## config.mk

```make
export PLATFORM = sky130hd
export DESIGN_NAME = sorted_group_aggregator_core_flat
export DESIGN_NICKNAME = d
export VERILOG_FILES = /design/src/rtl/sga_pkg.sv /design/src/rtl/sga_if.sv /design/src/rtl/sga_front.sv /design/src/rtl/sga_queue.sv /design/src/rtl/sga_back.sv /design/src/rtl/sorted_group_aggregator_core.sv /design/src/flat_wrapper.sv
export VERILOG_INCLUDE_DIRS = /design/src /design/src/rtl
export SDC_FILE = /design/constraint.sdc
export NUM_CORES = 2
export LEC_CHECK = 0
export BUFFER_PORTS_ARGS = -buffer_cell sky130_fd_sc_hd__buf_2
export CAP_MARGIN = 20
export CORE_MARGIN = 1.5
export CORE_UTILIZATION = 45
export CTS_BUF_LIST = sky130_fd_sc_hd__clkbuf_16
export DETAILED_ROUTE_END_ITERATION = 6
export PLACE_DENSITY = 0.6
export SLEW_MARGIN = 40
export SYNTH_ARGS = -nofsm -noshare
export SYNTH_HDL_FRONTEND = slang
export SYNTH_SLANG_ARGS = --single-unit
```

## constraint.sdc

```tcl
create_clock -name clock -period 36.4 [get_ports clock]
set_input_delay 1.82 -clock clock [delete_from_list [all_inputs] [get_ports clock]]
set_output_delay 1.82 -clock clock [all_outputs]
set_load 0.02 [all_outputs]
```

## src/rtl/sorted_group_aggregator_core_defines.svh

```systemverilog
// Assertion helpers for the RTL (used by sga_back)
`ifndef SORTED_GROUP_AGGREGATOR_CORE_DEFINES_SVH
`define SORTED_GROUP_AGGREGATOR_CORE_DEFINES_SVH

`define SGA_ASSERT_IMP(lbl, clk, rst, pre, post) \
   lbl: assert property (@(posedge clk) disable iff (rst) (pre) |-> (post)) \
      else $error("sga assertion failed");

`define SGA_ASSERT_NXT(lbl, clk, rst, pre, post) \
   lbl: assert property (@(posedge clk) disable iff (rst) (pre) |=> (post)) \
      else $error("sga assertion failed");

`endif

```

## src/rtl/sga_pkg.sv

```systemverilog
package sga_pkg;

   localparam int NUM_COLS_DEF   = 4;
   localparam int VALUE_BITS_DEF = 32;
   localparam int PORT_COLS      = 4;
   localparam int IDX_BITS       = $clog2(PORT_COLS);
   localparam int KEY_BITS       = 64;
   localparam int ACC_BITS       = 64;
   localparam int STEP_BITS      = $clog2(ACC_BITS);
   localparam int CNT_BITS       = 32;
   localparam int IN_BITS        = 32;
   localparam int KIND_BITS      = 3;
   localparam int QUEUE_DEPTH    = 2;
   localparam int CSR_ADDR_BITS  = 4;
   localparam int CSR_DATA_BITS  = 32;

   typedef enum logic [KIND_BITS-1:0] {
      KIND_UNUSED,
      KIND_COUNT,
      KIND_MIN,
      KIND_MAX,
      KIND_SUM,
      KIND_AVG,
      KIND_FIRST,
      KIND_LAST
   } kind_type;

   typedef enum logic [1:0] {
      BK_IDLE,
      BK_COL,
      BK_DIV,
      BK_OUT
   } back_state_type;

   typedef struct packed {
      logic [KEY_BITS-1:0]                 key;
      logic [CNT_BITS-1:0]                 rows;
      logic [PORT_COLS-1:0][ACC_BITS-1:0]  acc;
      kind_type [PORT_COLS-1:0]            kind;
      logic                                empty;
   } group_type;

   typedef struct packed {
      logic full;
      logic valid;
   } queue_status_type;

   function automatic logic [ACC_BITS-1:0] sat_add(input logic [ACC_BITS-1:0] a,
                                                   input logic [ACC_BITS-1:0] b);
      logic [ACC_BITS-1:0] s;
      s = a + b;
      if ((a[ACC_BITS-1] == b[ACC_BITS-1]) && (s[ACC_BITS-1] != a[ACC_BITS-1])) begin
         s = a[ACC_BITS-1] ? {1'b1, {(ACC_BITS-1){1'b0}}} : {1'b0, {(ACC_BITS-1){1'b1}}};
      end
      return s;
   endfunction

endpackage

```

## src/rtl/sga_if.sv

```systemverilog
interface sga_req_if;
   logic                                valid;
   logic                                ready;
   logic                                op;
   logic [sga_pkg::KEY_BITS-1:0]        group_key;
   logic signed [sga_pkg::IN_BITS-1:0]  value_a;
   logic signed [sga_pkg::IN_BITS-1:0]  value_b;
   logic signed [sga_pkg::IN_BITS-1:0]  value_c;
   logic signed [sga_pkg::IN_BITS-1:0]  value_d;
   modport source(output valid, op, group_key, value_a, value_b, value_c, value_d,
                  input ready);
   modport sink(input valid, op, group_key, value_a, value_b, value_c, value_d,
                output ready);
endinterface

interface sga_rsp_if;
   logic                                 valid;
   logic                                 ready;
   logic [sga_pkg::KEY_BITS-1:0]         out_key;
   logic signed [sga_pkg::ACC_BITS-1:0]  agg_a;
   logic signed [sga_pkg::ACC_BITS-1:0]  agg_b;
   logic signed [sga_pkg::ACC_BITS-1:0]  agg_c;
   logic signed [sga_pkg::ACC_BITS-1:0]  agg_d;
   logic                                 group_empty;
   modport source(output valid, out_key, agg_a, agg_b, agg_c, agg_d, group_empty,
                  input ready);
   modport sink(input valid, out_key, agg_a, agg_b, agg_c, agg_d, group_empty,
                output ready);
endinterface

```

## src/rtl/sga_front.sv

```systemverilog
module sga_front #(
   parameter int NUM_COLS   = sga_pkg::NUM_COLS_DEF,
   parameter int VALUE_BITS = sga_pkg::VALUE_BITS_DEF
) (
   input  logic                                        clock,
   input  logic                                        reset,
   sga_req_if.sink                                     req,
   input  sga_pkg::kind_type [sga_pkg::PORT_COLS-1:0]  kind,
   input  sga_pkg::queue_status_type                   qstat,
   output logic                                        push,
   output sga_pkg::group_type                          grp
);

   localparam int ACTIVE = (NUM_COLS < sga_pkg::PORT_COLS) ? NUM_COLS : sga_pkg::PORT_COLS;
   localparam int AB     = sga_pkg::ACC_BITS;

   logic [sga_pkg::KEY_BITS-1:0]  key_ff, key_in;
   logic                          open_ff, open_in;
   logic [sga_pkg::CNT_BITS-1:0]  rows_ff, rows_in;
   logic [AB-1:0]                 acc_ff [sga_pkg::PORT_COLS];
   logic [AB-1:0]                 acc_in [sga_pkg::PORT_COLS];
   logic [sga_pkg::IN_BITS-1:0]   raw [sga_pkg::PORT_COLS];
   logic [AB-1:0]                 val [sga_pkg::PORT_COLS];
   logic                          accept, split, first;

   assign raw[0] = req.value_a;
   assign raw[1] = req.value_b;
   assign raw[2] = req.value_c;
   assign raw[3] = req.value_d;

   always_comb begin
      for (int c = 0; c < sga_pkg::PORT_COLS; c++) begin
         val[c] = {{(AB-VALUE_BITS){raw[c][VALUE_BITS-1]}}, raw[c][VALUE_BITS-1:0]};
      end
   end

   assign req.ready = !qstat.full;
   assign accept    = req.valid && req.ready;
   assign split     = open_ff && (req.group_key != key_ff);
   assign first     = !open_ff || split;
   assign push      = accept && (req.op || split);

   always_comb begin
      grp.key   = open_ff ? key_ff : '0;
      grp.rows  = rows_ff;
      grp.empty = !open_ff;
      grp.kind  = kind;
      for (int c = 0; c < sga_pkg::PORT_COLS; c++) begin
         grp.acc[c] = acc_ff[c];
      end
   end

   always_comb begin
      key_in  = key_ff;
      open_in = open_ff;
      rows_in = rows_ff;
      for (int c = 0; c < sga_pkg::PORT_COLS; c++) begin
         acc_in[c] = acc_ff[c];
      end
      if (accept) begin
         if (req.op) begin
            key_in  = '0;
            open_in = 1'b0;
            rows_in = '0;
            for (int c = 0; c < sga_pkg::PORT_COLS; c++) begin
               acc_in[c] = '0;
            end
         end else begin
            key_in  = req.group_key;
            open_in = 1'b1;
            if (first) begin
               rows_in = sga_pkg::CNT_BITS'(1);
            end else if (rows_ff != '1) begin
               rows_in = rows_ff + sga_pkg::CNT_BITS'(1);
            end
            for (int c = 0; c < ACTIVE; c++) begin
               if (first) begin
                  acc_in[c] = val[c];
               end else begin
                  case (kind[c])
                     sga_pkg::KIND_MIN: begin
                        if ($signed(val[c]) < $signed(acc_ff[c])) acc_in[c] = val[c];
                     end
                     sga_pkg::KIND_MAX: begin
                        if ($signed(val[c]) > $signed(acc_ff[c])) acc_in[c] = val[c];
                     end
                     sga_pkg::KIND_SUM,
                     sga_pkg::KIND_AVG: begin
                        acc_in[c] = sga_pkg::sat_add(acc_ff[c], val[c]);
                     end
                     sga_pkg::KIND_LAST: begin
                        acc_in[c] = val[c];
                     end
                     default: begin
                        acc_in[c] = acc_ff[c];
                     end
                  endcase
               end
            end
         end
      end
   end

   always_ff @(posedge clock) begin
      if (reset) begin
         key_ff  <= '0;
         open_ff <= 1'b0;
         rows_ff <= '0;
         for (int c = 0; c < sga_pkg::PORT_COLS; c++) begin
            acc_ff[c] <= '0;
         end
      end else begin
         key_ff  <= key_in;
         open_ff <= open_in;
         rows_ff <= rows_in;
         for (int c = 0; c < sga_pkg::PORT_COLS; c++) begin
            acc_ff[c] <= acc_in[c];
         end
      end
   end

endmodule

```

## src/rtl/sga_queue.sv

```systemverilog
module sga_queue (
   input  logic                       clock,
   input  logic                       reset,
   input  logic                       push,
   input  sga_pkg::group_type         wr_data,
   input  logic                       pop,
   output sga_pkg::queue_status_type  qstat,
   output sga_pkg::group_type         rd_data
);

   localparam int DEPTH  = sga_pkg::QUEUE_DEPTH;
   localparam int PBITS  = (DEPTH > 1) ? $clog2(DEPTH) : 1;
   localparam int CBITS  = $clog2(DEPTH + 1);

   sga_pkg::group_type  mem_ff [DEPTH];
   logic [PBITS-1:0]    wr_ff, rd_ff;
   logic [CBITS-1:0]    cnt_ff;
   logic                do_push, do_pop;

   assign qstat.full  = (cnt_ff == CBITS'(DEPTH));
   assign qstat.valid = (cnt_ff != '0);
   assign do_push     = push && !qstat.full;
   assign do_pop      = pop && qstat.valid;
   assign rd_data     = mem_ff[rd_ff];

   always_ff @(posedge clock) begin
      if (do_push) begin
         mem_ff[wr_ff] <= wr_data;
      end
   end

   always_ff @(posedge clock) begin
      if (reset) begin
         wr_ff  <= '0;
         rd_ff  <= '0;
         cnt_ff <= '0;
      end else begin
         if (do_push) begin
            wr_ff <= (wr_ff == PBITS'(DEPTH - 1)) ? '0 : wr_ff + PBITS'(1);
         end
         if (do_pop) begin
            rd_ff <= (rd_ff == PBITS'(DEPTH - 1)) ? '0 : rd_ff + PBITS'(1);
         end
         if (do_push && !do_pop) begin
            cnt_ff <= cnt_ff + CBITS'(1);
         end else if (do_pop && !do_push) begin
            cnt_ff <= cnt_ff - CBITS'(1);
         end
      end
   end

endmodule

```

## src/rtl/sga_back.sv

```systemverilog
`include "sorted_group_aggregator_core_defines.svh"

module sga_back #(
   parameter int NUM_COLS = sga_pkg::NUM_COLS_DEF
) (
   input  logic                clock,
   input  logic                reset,
   input  logic                valid,
   input  sga_pkg::group_type  grp,
   output logic                pop,
   sga_rsp_if.source           rsp
);

   localparam int ACTIVE = (NUM_COLS < sga_pkg::PORT_COLS) ? NUM_COLS : sga_pkg::PORT_COLS;
   localparam int AB     = sga_pkg::ACC_BITS;
   localparam int CB     = sga_pkg::CNT_BITS;
   localparam int IB     = sga_pkg::IDX_BITS;
   localparam int SB     = sga_pkg::STEP_BITS;

   sga_pkg::back_state_type  state_ff, state_in;
   sga_pkg::group_type       ent_ff;
   logic [IB-1:0]            col_ff;
   logic [AB-1:0]            res_ff [sga_pkg::PORT_COLS];
   logic [AB-1:0]            dq_ff;
   logic [CB:0]              rem_ff;
   logic [SB-1:0]            step_ff;
   logic                     neg_ff;

   logic                     col_active, avg_div, last_col;
   logic [AB-1:0]            cur_acc, direct, quot;
   logic [CB:0]              trial;
   logic                     qbit;

   assign cur_acc    = ent_ff.acc[col_ff];
   assign col_active = (int'(col_ff) < ACTIVE) && !ent_ff.empty;
   assign avg_div    = col_active && (ent_ff.kind[col_ff] == sga_pkg::KIND_AVG)
                       && (ent_ff.rows != '0);
   assign last_col   = (col_ff == IB'(sga_pkg::PORT_COLS - 1));

   always_comb begin
      direct = '0;
      if (col_active) begin
         case (ent_ff.kind[col_ff])
            sga_pkg::KIND_COUNT: direct = {{(AB-CB){1'b0}}, ent_ff.rows};
            sga_pkg::KIND_MIN,
            sga_pkg::KIND_MAX,
            sga_pkg::KIND_SUM,
            sga_pkg::KIND_FIRST,
            sga_pkg::KIND_LAST:  direct = cur_acc;
            default:             direct = '0;
         endcase
      end
   end

   assign trial = {rem_ff[CB-1:0], dq_ff[AB-1]};
   assign qbit  = (trial >= {1'b0, ent_ff.rows});
   assign quot  = {dq_ff[AB-2:0], qbit};

   always_comb begin
      state_in = state_ff;
      case (state_ff)
         sga_pkg::BK_IDLE: begin
            if (valid) state_in = sga_pkg::BK_COL;
         end
         sga_pkg::BK_COL: begin
            if (avg_div)       state_in = sga_pkg::BK_DIV;
            else if (last_col) state_in = sga_pkg::BK_OUT;
         end
         sga_pkg::BK_DIV: begin
            if (step_ff == SB'(AB - 1)) begin
               state_in = last_col ? sga_pkg::BK_OUT : sga_pkg::BK_COL;
            end
         end
         sga_pkg::BK_OUT: begin
            if (rsp.ready) state_in = sga_pkg::BK_IDLE;
         end
         default: state_in = sga_pkg::BK_IDLE;
      endcase
   end

   always_comb begin
      pop       = (state_ff == sga_pkg::BK_IDLE) && valid;
      rsp.valid = (state_ff == sga_pkg::BK_OUT);
   end

   assign rsp.out_key     = ent_ff.key;
   assign rsp.group_empty = ent_ff.empty;
   assign rsp.agg_a       = res_ff[0];
   assign rsp.agg_b       = res_ff[1];
   assign rsp.agg_c       = res_ff[2];
   assign rsp.agg_d       = res_ff[3];

   always_ff @(posedge clock) begin
      if (reset) begin
         state_ff <= sga_pkg::BK_IDLE;
      end else begin
         state_ff <= state_in;
      end
   end

   always_ff @(posedge clock) begin
      case (state_ff)
         sga_pkg::BK_IDLE: begin
            if (pop) begin
               ent_ff <= grp;
               col_ff <= '0;
            end
         end
         sga_pkg::BK_COL: begin
            if (avg_div) begin
               dq_ff   <= cur_acc[AB-1] ? (~cur_acc + AB'(1)) : cur_acc;
               neg_ff  <= cur_acc[AB-1];
               rem_ff  <= '0;
               step_ff <= '0;
            end else begin
               res_ff[col_ff] <= direct;
               col_ff         <= col_ff + IB'(1);
            end
         end
         sga_pkg::BK_DIV: begin
            rem_ff  <= qbit ? (trial - {1'b0, ent_ff.rows}) : trial;
            dq_ff   <= quot;
            step_ff <= step_ff + SB'(1);
            if (step_ff == SB'(AB - 1)) begin
               res_ff[col_ff] <= neg_ff ? (~quot + AB'(1)) : quot;
               col_ff         <= col_ff + IB'(1);
            end
         end
         default: begin
         end
      endcase
   end

   `SGA_ASSERT_IMP(a_div_rows_nonzero, clock, reset, state_ff == sga_pkg::BK_DIV, ent_ff.rows != '0)
   `SGA_ASSERT_IMP(a_div_avg_only, clock, reset, state_ff == sga_pkg::BK_DIV, ent_ff.kind[col_ff] == sga_pkg::KIND_AVG)
   `SGA_ASSERT_NXT(a_out_release, clock, reset, rsp.valid && rsp.ready, state_ff == sga_pkg::BK_IDLE)

endmodule

```

## src/rtl/sorted_group_aggregator_core.sv

```systemverilog
// Group-by aggregation over a key-sorted request stream.
// req: valid/ready channel; op 0 is a data row (key plus four values), op 1 flushes
//   the open group. A request is taken every cycle while the group queue has room.
// rsp: valid/ready channel carrying one finished group: key, four aggregates and
//   group_empty (flush with no open group; key and aggregates then zero).
// csr: APB-style port, kind_col0..3 at byte addresses 0, 4, 8, 12; pready tied high.
// A request that closes a group is written into the two-entry group queue at its
//   accepting edge.
// The back end then loads the group, resolves one column at a time, runs a bit-serial
// divider for each average column with a non-zero row count, then holds the response.
// Requests are taken one per cycle while the queue has room; the back end works on one
// group at a time, so a burst of group closes is limited by it once the queue fills.
// A stalled receiver holds rsp and, once the queue fills, drops req.ready.
// Reset (synchronous, active high) clears the open group, kinds and queue.
module sorted_group_aggregator_core #(
   parameter int NUM_COLS   = sga_pkg::NUM_COLS_DEF,
   parameter int VALUE_BITS = sga_pkg::VALUE_BITS_DEF
) (
   input  logic                               clock,
   input  logic                               reset,
   sga_req_if.sink                            req,
   sga_rsp_if.source                          rsp,
   input  logic                               csr_psel,
   input  logic                               csr_penable,
   input  logic                               csr_pwrite,
   input  logic [sga_pkg::CSR_ADDR_BITS-1:0]  csr_paddr,
   input  logic [sga_pkg::CSR_DATA_BITS-1:0]  csr_pwdata,
   output logic [sga_pkg::CSR_DATA_BITS-1:0]  csr_prdata,
   output logic                               csr_pready
);

   sga_pkg::kind_type [sga_pkg::PORT_COLS-1:0]  kind_ff;
   sga_pkg::queue_status_type                   qstat;
   sga_pkg::group_type                          push_grp, pop_grp;
   logic                                        push, pop;
   logic [sga_pkg::IDX_BITS-1:0]                csr_idx;

   assign csr_pready = 1'b1;
   assign csr_idx    = csr_paddr[sga_pkg::CSR_ADDR_BITS-1:2];
   assign csr_prdata = {{(sga_pkg::CSR_DATA_BITS-sga_pkg::KIND_BITS){1'b0}}, kind_ff[csr_idx]};

   always_ff @(posedge clock) begin
      if (reset) begin
         for (int c = 0; c < sga_pkg::PORT_COLS; c++) begin
            kind_ff[c] <= sga_pkg::KIND_UNUSED;
         end
      end else if (csr_psel && csr_penable && csr_pwrite && csr_pready) begin
         kind_ff[csr_idx] <= sga_pkg::kind_type'(csr_pwdata[sga_pkg::KIND_BITS-1:0]);
      end
   end

   sga_front #(
      .NUM_COLS   (NUM_COLS),
      .VALUE_BITS (VALUE_BITS)
   ) u_front (
      .clock (clock),
      .reset (reset),
      .req   (req),
      .kind  (kind_ff),
      .qstat (qstat),
      .push  (push),
      .grp   (push_grp)
   );

   sga_queue u_queue (
      .clock   (clock),
      .reset   (reset),
      .push    (push),
      .wr_data (push_grp),
      .pop     (pop),
      .qstat   (qstat),
      .rd_data (pop_grp)
   );

   sga_back #(
      .NUM_COLS (NUM_COLS)
   ) u_back (
      .clock (clock),
      .reset (reset),
      .valid (qstat.valid),
      .grp   (pop_grp),
      .pop   (pop),
      .rsp   (rsp)
   );

endmodule

```

## src/flat_wrapper.sv

```systemverilog
// flat-port wrapper written by rule: the top's interface ports become plain ports
module sorted_group_aggregator_core_flat 
#(
   parameter int NUM_COLS   = sga_pkg::NUM_COLS_DEF,
   parameter int VALUE_BITS = sga_pkg::VALUE_BITS_DEF
)
  (clock, reset, csr_psel, csr_penable, csr_pwrite, csr_paddr, csr_pwdata, csr_prdata, csr_pready, req_valid, req_op, req_group_key, req_value_a, req_value_b, req_value_c, req_value_d, req_ready, rsp_valid, rsp_out_key, rsp_agg_a, rsp_agg_b, rsp_agg_c, rsp_agg_d, rsp_group_empty, rsp_ready);
  sga_req_if req_i ();
  sga_rsp_if rsp_i ();
  input  logic clock;
  input  logic reset;
  input  logic csr_psel;
  input  logic csr_penable;
  input  logic csr_pwrite;
  input  logic [sga_pkg::CSR_ADDR_BITS-1:0] csr_paddr;
  input  logic [sga_pkg::CSR_DATA_BITS-1:0] csr_pwdata;
  output logic [sga_pkg::CSR_DATA_BITS-1:0] csr_prdata;
  output logic csr_pready;
  input wire logic [$bits(req_i.valid)-1:0] req_valid;
  input wire logic [$bits(req_i.op)-1:0] req_op;
  input wire logic [$bits(req_i.group_key)-1:0] req_group_key;
  input wire logic [$bits(req_i.value_a)-1:0] req_value_a;
  input wire logic [$bits(req_i.value_b)-1:0] req_value_b;
  input wire logic [$bits(req_i.value_c)-1:0] req_value_c;
  input wire logic [$bits(req_i.value_d)-1:0] req_value_d;
  output wire logic [$bits(req_i.ready)-1:0] req_ready;
  output wire logic [$bits(rsp_i.valid)-1:0] rsp_valid;
  output wire logic [$bits(rsp_i.out_key)-1:0] rsp_out_key;
  output wire logic [$bits(rsp_i.agg_a)-1:0] rsp_agg_a;
  output wire logic [$bits(rsp_i.agg_b)-1:0] rsp_agg_b;
  output wire logic [$bits(rsp_i.agg_c)-1:0] rsp_agg_c;
  output wire logic [$bits(rsp_i.agg_d)-1:0] rsp_agg_d;
  output wire logic [$bits(rsp_i.group_empty)-1:0] rsp_group_empty;
  input wire logic [$bits(rsp_i.ready)-1:0] rsp_ready;
  assign req_i.valid = req_valid;
  assign req_i.op = req_op;
  assign req_i.group_key = req_group_key;
  assign req_i.value_a = req_value_a;
  assign req_i.value_b = req_value_b;
  assign req_i.value_c = req_value_c;
  assign req_i.value_d = req_value_d;
  assign req_ready = req_i.ready;
  assign rsp_valid = rsp_i.valid;
  assign rsp_out_key = rsp_i.out_key;
  assign rsp_agg_a = rsp_i.agg_a;
  assign rsp_agg_b = rsp_i.agg_b;
  assign rsp_agg_c = rsp_i.agg_c;
  assign rsp_agg_d = rsp_i.agg_d;
  assign rsp_group_empty = rsp_i.group_empty;
  assign rsp_i.ready = rsp_ready;
  sorted_group_aggregator_core #(.NUM_COLS(NUM_COLS), .VALUE_BITS(VALUE_BITS)) u_core (.clock(clock), .reset(reset), .req(req_i), .rsp(rsp_i), .csr_psel(csr_psel), .csr_penable(csr_penable), .csr_pwrite(csr_pwrite), .csr_paddr(csr_paddr), .csr_pwdata(csr_pwdata), .csr_prdata(csr_prdata), .csr_pready(csr_pready));
endmodule
```

==> results by group <==
Route
  – DR WL/cell: 23.54 um
  – Post-DRT Antenna Nets: 0
  – Pre-antenna DRT Iters: 6
  – Drt total wl: 275200 um
  – # DRC: 0
  – Vias per inst: 5.654
  – Via count: 66090
  – Drt first-iter violations: a little over 6000

Global routing
  – GRT overflow: 0
  – Vias in the first global route: 62050
  – Initial antenna violation count: 20
  – First-pass GRT wire length: between 400000 and 500000 um
  – Global Route Usage Sum: 0.2518
  – Largest net degree at the start of global routing: 132

Clocking
  – Clock slew at reported path FFs: 60 ps
  – CTS Sinks: around 1800
  – H-tree depth: 4
  – Post-CTS Setup Inserts: 0
  – Deepest clock path buffer count: 3
  – CTS tree: yes
  – Root Buffer: clkbuf_16
  – Worst skew pair latency: around 840 ps
  – Number of buffers created by CTS: 194
  – CTS resizes: 0
  – Hold_buf cts: 0

STA
  – Final hold vios: 0
  – Final worst slack: slightly below 30000 ps
  – Final Critical Period: 7252 ps
  – Fmax: 0.1379 GHz
  – Final cycle utilization of the critical path: 0.1992
  – Rel. slew slack: 0.4018
  – RSZ-0062 raised after global routing: no
  – Post-route setup TNS: 0 ps
  – Clk_skew: 56.78 ps
  – Final Slew Violations: 0
  – Worst-Margin Slew: about 900 ps
  – Setup violations, final: 0
  – Min Hold Slack: 490.2 ps

Place
  – PortBufs: 530
  – Pre-CTS setup slack: slightly below 30000 ps
  – Area of placed instances: 0.09957 mm^2
  – DP HPWL: between 200000 and 250000 um
  – Placer Congestion: 0.9405

Setup path
  – Category of the most critical setup path: reg -> reg
  – Worst path bufs/invs: 2
  – Slowest stage delay, CP: 660 ps
  – Reg2Reg Depth: 22
  – WP data arrival: 7810 ps
  – Crit-path cells: inv_1 > ha_1 > o21ai_0 > a21oi_1 > o21ai_0 > a21oi_1 > o21ai_0 > o21ai_0 > a211oi_1 > o21bai_2 > clkinv_2 > ha_1 > nand2_1 > nor2_1 > nand3b_1 > nor4b_1 > nand2_1 > o31ai_1 > o21a_1 > o21ai_0 > xnor2_1 > o21ai_0
  – Crit path max fanout: 46
  – Reg2reg setup slack: 29150 ps
  – Startpoint Class: register
  – Slowest CP cell: nor4b_1
  – Critical Path RT: 36960 ps
  – Crit path top cell by count: o21ai_0
  – CP top delay family: compound AO/OA/AOI/OAI gates
  – CP Depth: 22
  – Critical path endpoint category: register

Layout
  – Fillers: 18330
  – Share of cells above drive strength 1: 0.1619
  – Synth-to-layout area growth: 12.33%
  – Design area: 0.1061 mm^2
  – Final nets: 9519

Job
  – Max Cap Viol: 0

Pwr
  – Worst VDD drop: 0.00005378 V
  – Static leakage: 39.30 nW
  – Power per Cell Area: 67.12 mW/mm^2

Synthesis
  – Synth cell types: ~100
  – Prevailing post-synth register cell: edfxtp_1
  – Synthesized flop and latch total: 1827
  – Yosys top cell area share: 0.4629
  – Register area share after synthesis: 0.5415
  – Post-synthesis average cell area: 11.32 um^2
  – Commonest cells in the netlist: 1456 x edfxtp_1, 623 x nand2_1, 603 x a21oi_1, 582 x nor2_1, 566 x inv_1
  – Post-Synthesis Cells: 8343
  – Top-count cell post-synth: edfxtp_1
  – Async set-reset flop share out of synthesis: 0
  – Cell Area, Synth: around 0.094 mm^2
  – Ys Warns: 0
  – Area contributors post-synth: edfxtp_1 46%, dfxtp_1 7.9%, ha_1 7.4%
  – EDFF count, synth: 1456
  – Area leader, netlist: edfxtp_1

Hold path
  – Worst hold path type: reg -> reg
  – Hold path depth: 2

Floorplanning
  – Die area: around 0.21 mm^2
  – Chip width: 461.1 um
  – Core area: 0.2079 mm^2
  – Row cnt: 167
  – Io pins: ~590
  – Initial Utilization: 0.4543
  – Die H: around 460 um

Outcome
  – Status: finished, final reports clean
-- logic make-up (layout without fill, tap and decap cells) --
logic type                 after synthesis  after routing  share of synthesized area
AOI/OAI and AO/OA                     1905           1905                     0.1265
xor gates and xnor gates               465            465                    0.04312
adders and majority gates              560            560                    0.07458
buffers and inverters                 1025           1547                    0.04552
DFF                                   1827           1827                     0.5415
muxes                                  471            471                    0.06400
other                                    2             39                 0.00007951
and+or+nand+nor                       2088           2088                     0.1047
-- power by group --
group          switching (mW)  internal (mW)  total, mW
clock network           0.851           1.09       1.94
registers               0.204           2.81       3.02
logic                    1.43          0.729       2.16
total                    2.49           4.63       7.12
-- per-layer routing --
metal,part of all wire,global-route usage
met5,0.00043,0
met4,0.033,0.08170
met3,0.058,0.03664
met2,0.47,0.4115
met1,0.44,0.3440
-- tightest hold or removal path, delay by kind of cell (launching register included) --
family           cells  cell delay [ps]
flip-flops           1              340
AND/OR/NAND/NOR      2              100
-- layout make-up --
type                    count  area (um^2)  share of cell area
diodes                      9        22.52           0.0002123
clock buffers             196         4905             0.04623
clock inverters           170         1439             0.01356
inverters                 568         2143             0.02020
multi-input cells        5519        39400              0.3714
flip-flops and latches   1827        51150              0.4821
well taps                2788         3488             0.03288
repair buffers            613         3545             0.03341
-- layout by cell type, fill, tap and decap left out, types with 369 or more instances in the layout --
master	n
nor2_1	578
mux2_2	374
dfxtp_1	369
ha_1	554
edfxtp_1	1456
a21oi_1	600
nand2_1	621
inv_1	616
buf_2	531
o21ai_0	468
-- worst paths after layout --
| check | start | endpoint |
|---|---|---|
| hold / removal | u_core.u_front.acc_ff[2][27] | u_core.u_front.acc_ff[2][27] |
| setup reg to reg | u_core.u_back.ent_ff[271] | u_core.u_back.res_ff[0][60] |
| setup / recovery | u_core.u_back.ent_ff[271] | u_core.u_back.res_ff[0][60] |
| hold reg to reg | u_core.u_front.acc_ff[2][27] | u_core.u_front.acc_ff[2][27] |
-- per-stage QoR --
step,instances,total power [mW],utilization
floorplan,8371,4.535,-
global placement,11300,5.178,0.4777
detailed placement,11310,5.214,0.4789
CTS,11680,7.162,0.5094
global route,11690,7.434,0.5103
finish,11690,7.121,0.5103
-- registers in the layout, summed over array words and instances (netlist names) --
signal,flops
u_core.u_queue.mem_ff,730
u_core.u_back.ent_ff,300
u_core.u_back.res_ff,256
u_core.u_front.acc_ff,256
u_core.u_back.dq_ff,64
u_core.u_back.rsp.out_key,64
u_core.u_front.key_ff,64
u_core.u_back.rem_ff,32
u_core.u_front.rows_ff,32
u_core.kind_ff,12
u_core.u_back.step_ff,6
u_core.u_back.col_ff,2
u_core.u_back.state_ff,2
u_core.u_queue.cnt_ff,2
u_core.u_back.neg_ff,1
u_core.u_back.rsp.group_empty,1
u_core.u_front.open_ff,1
u_core.u_queue.rd_ff,1
u_core.u_queue.wr_ff,1
No activity file was read; power rests on OpenSTA's default activity.
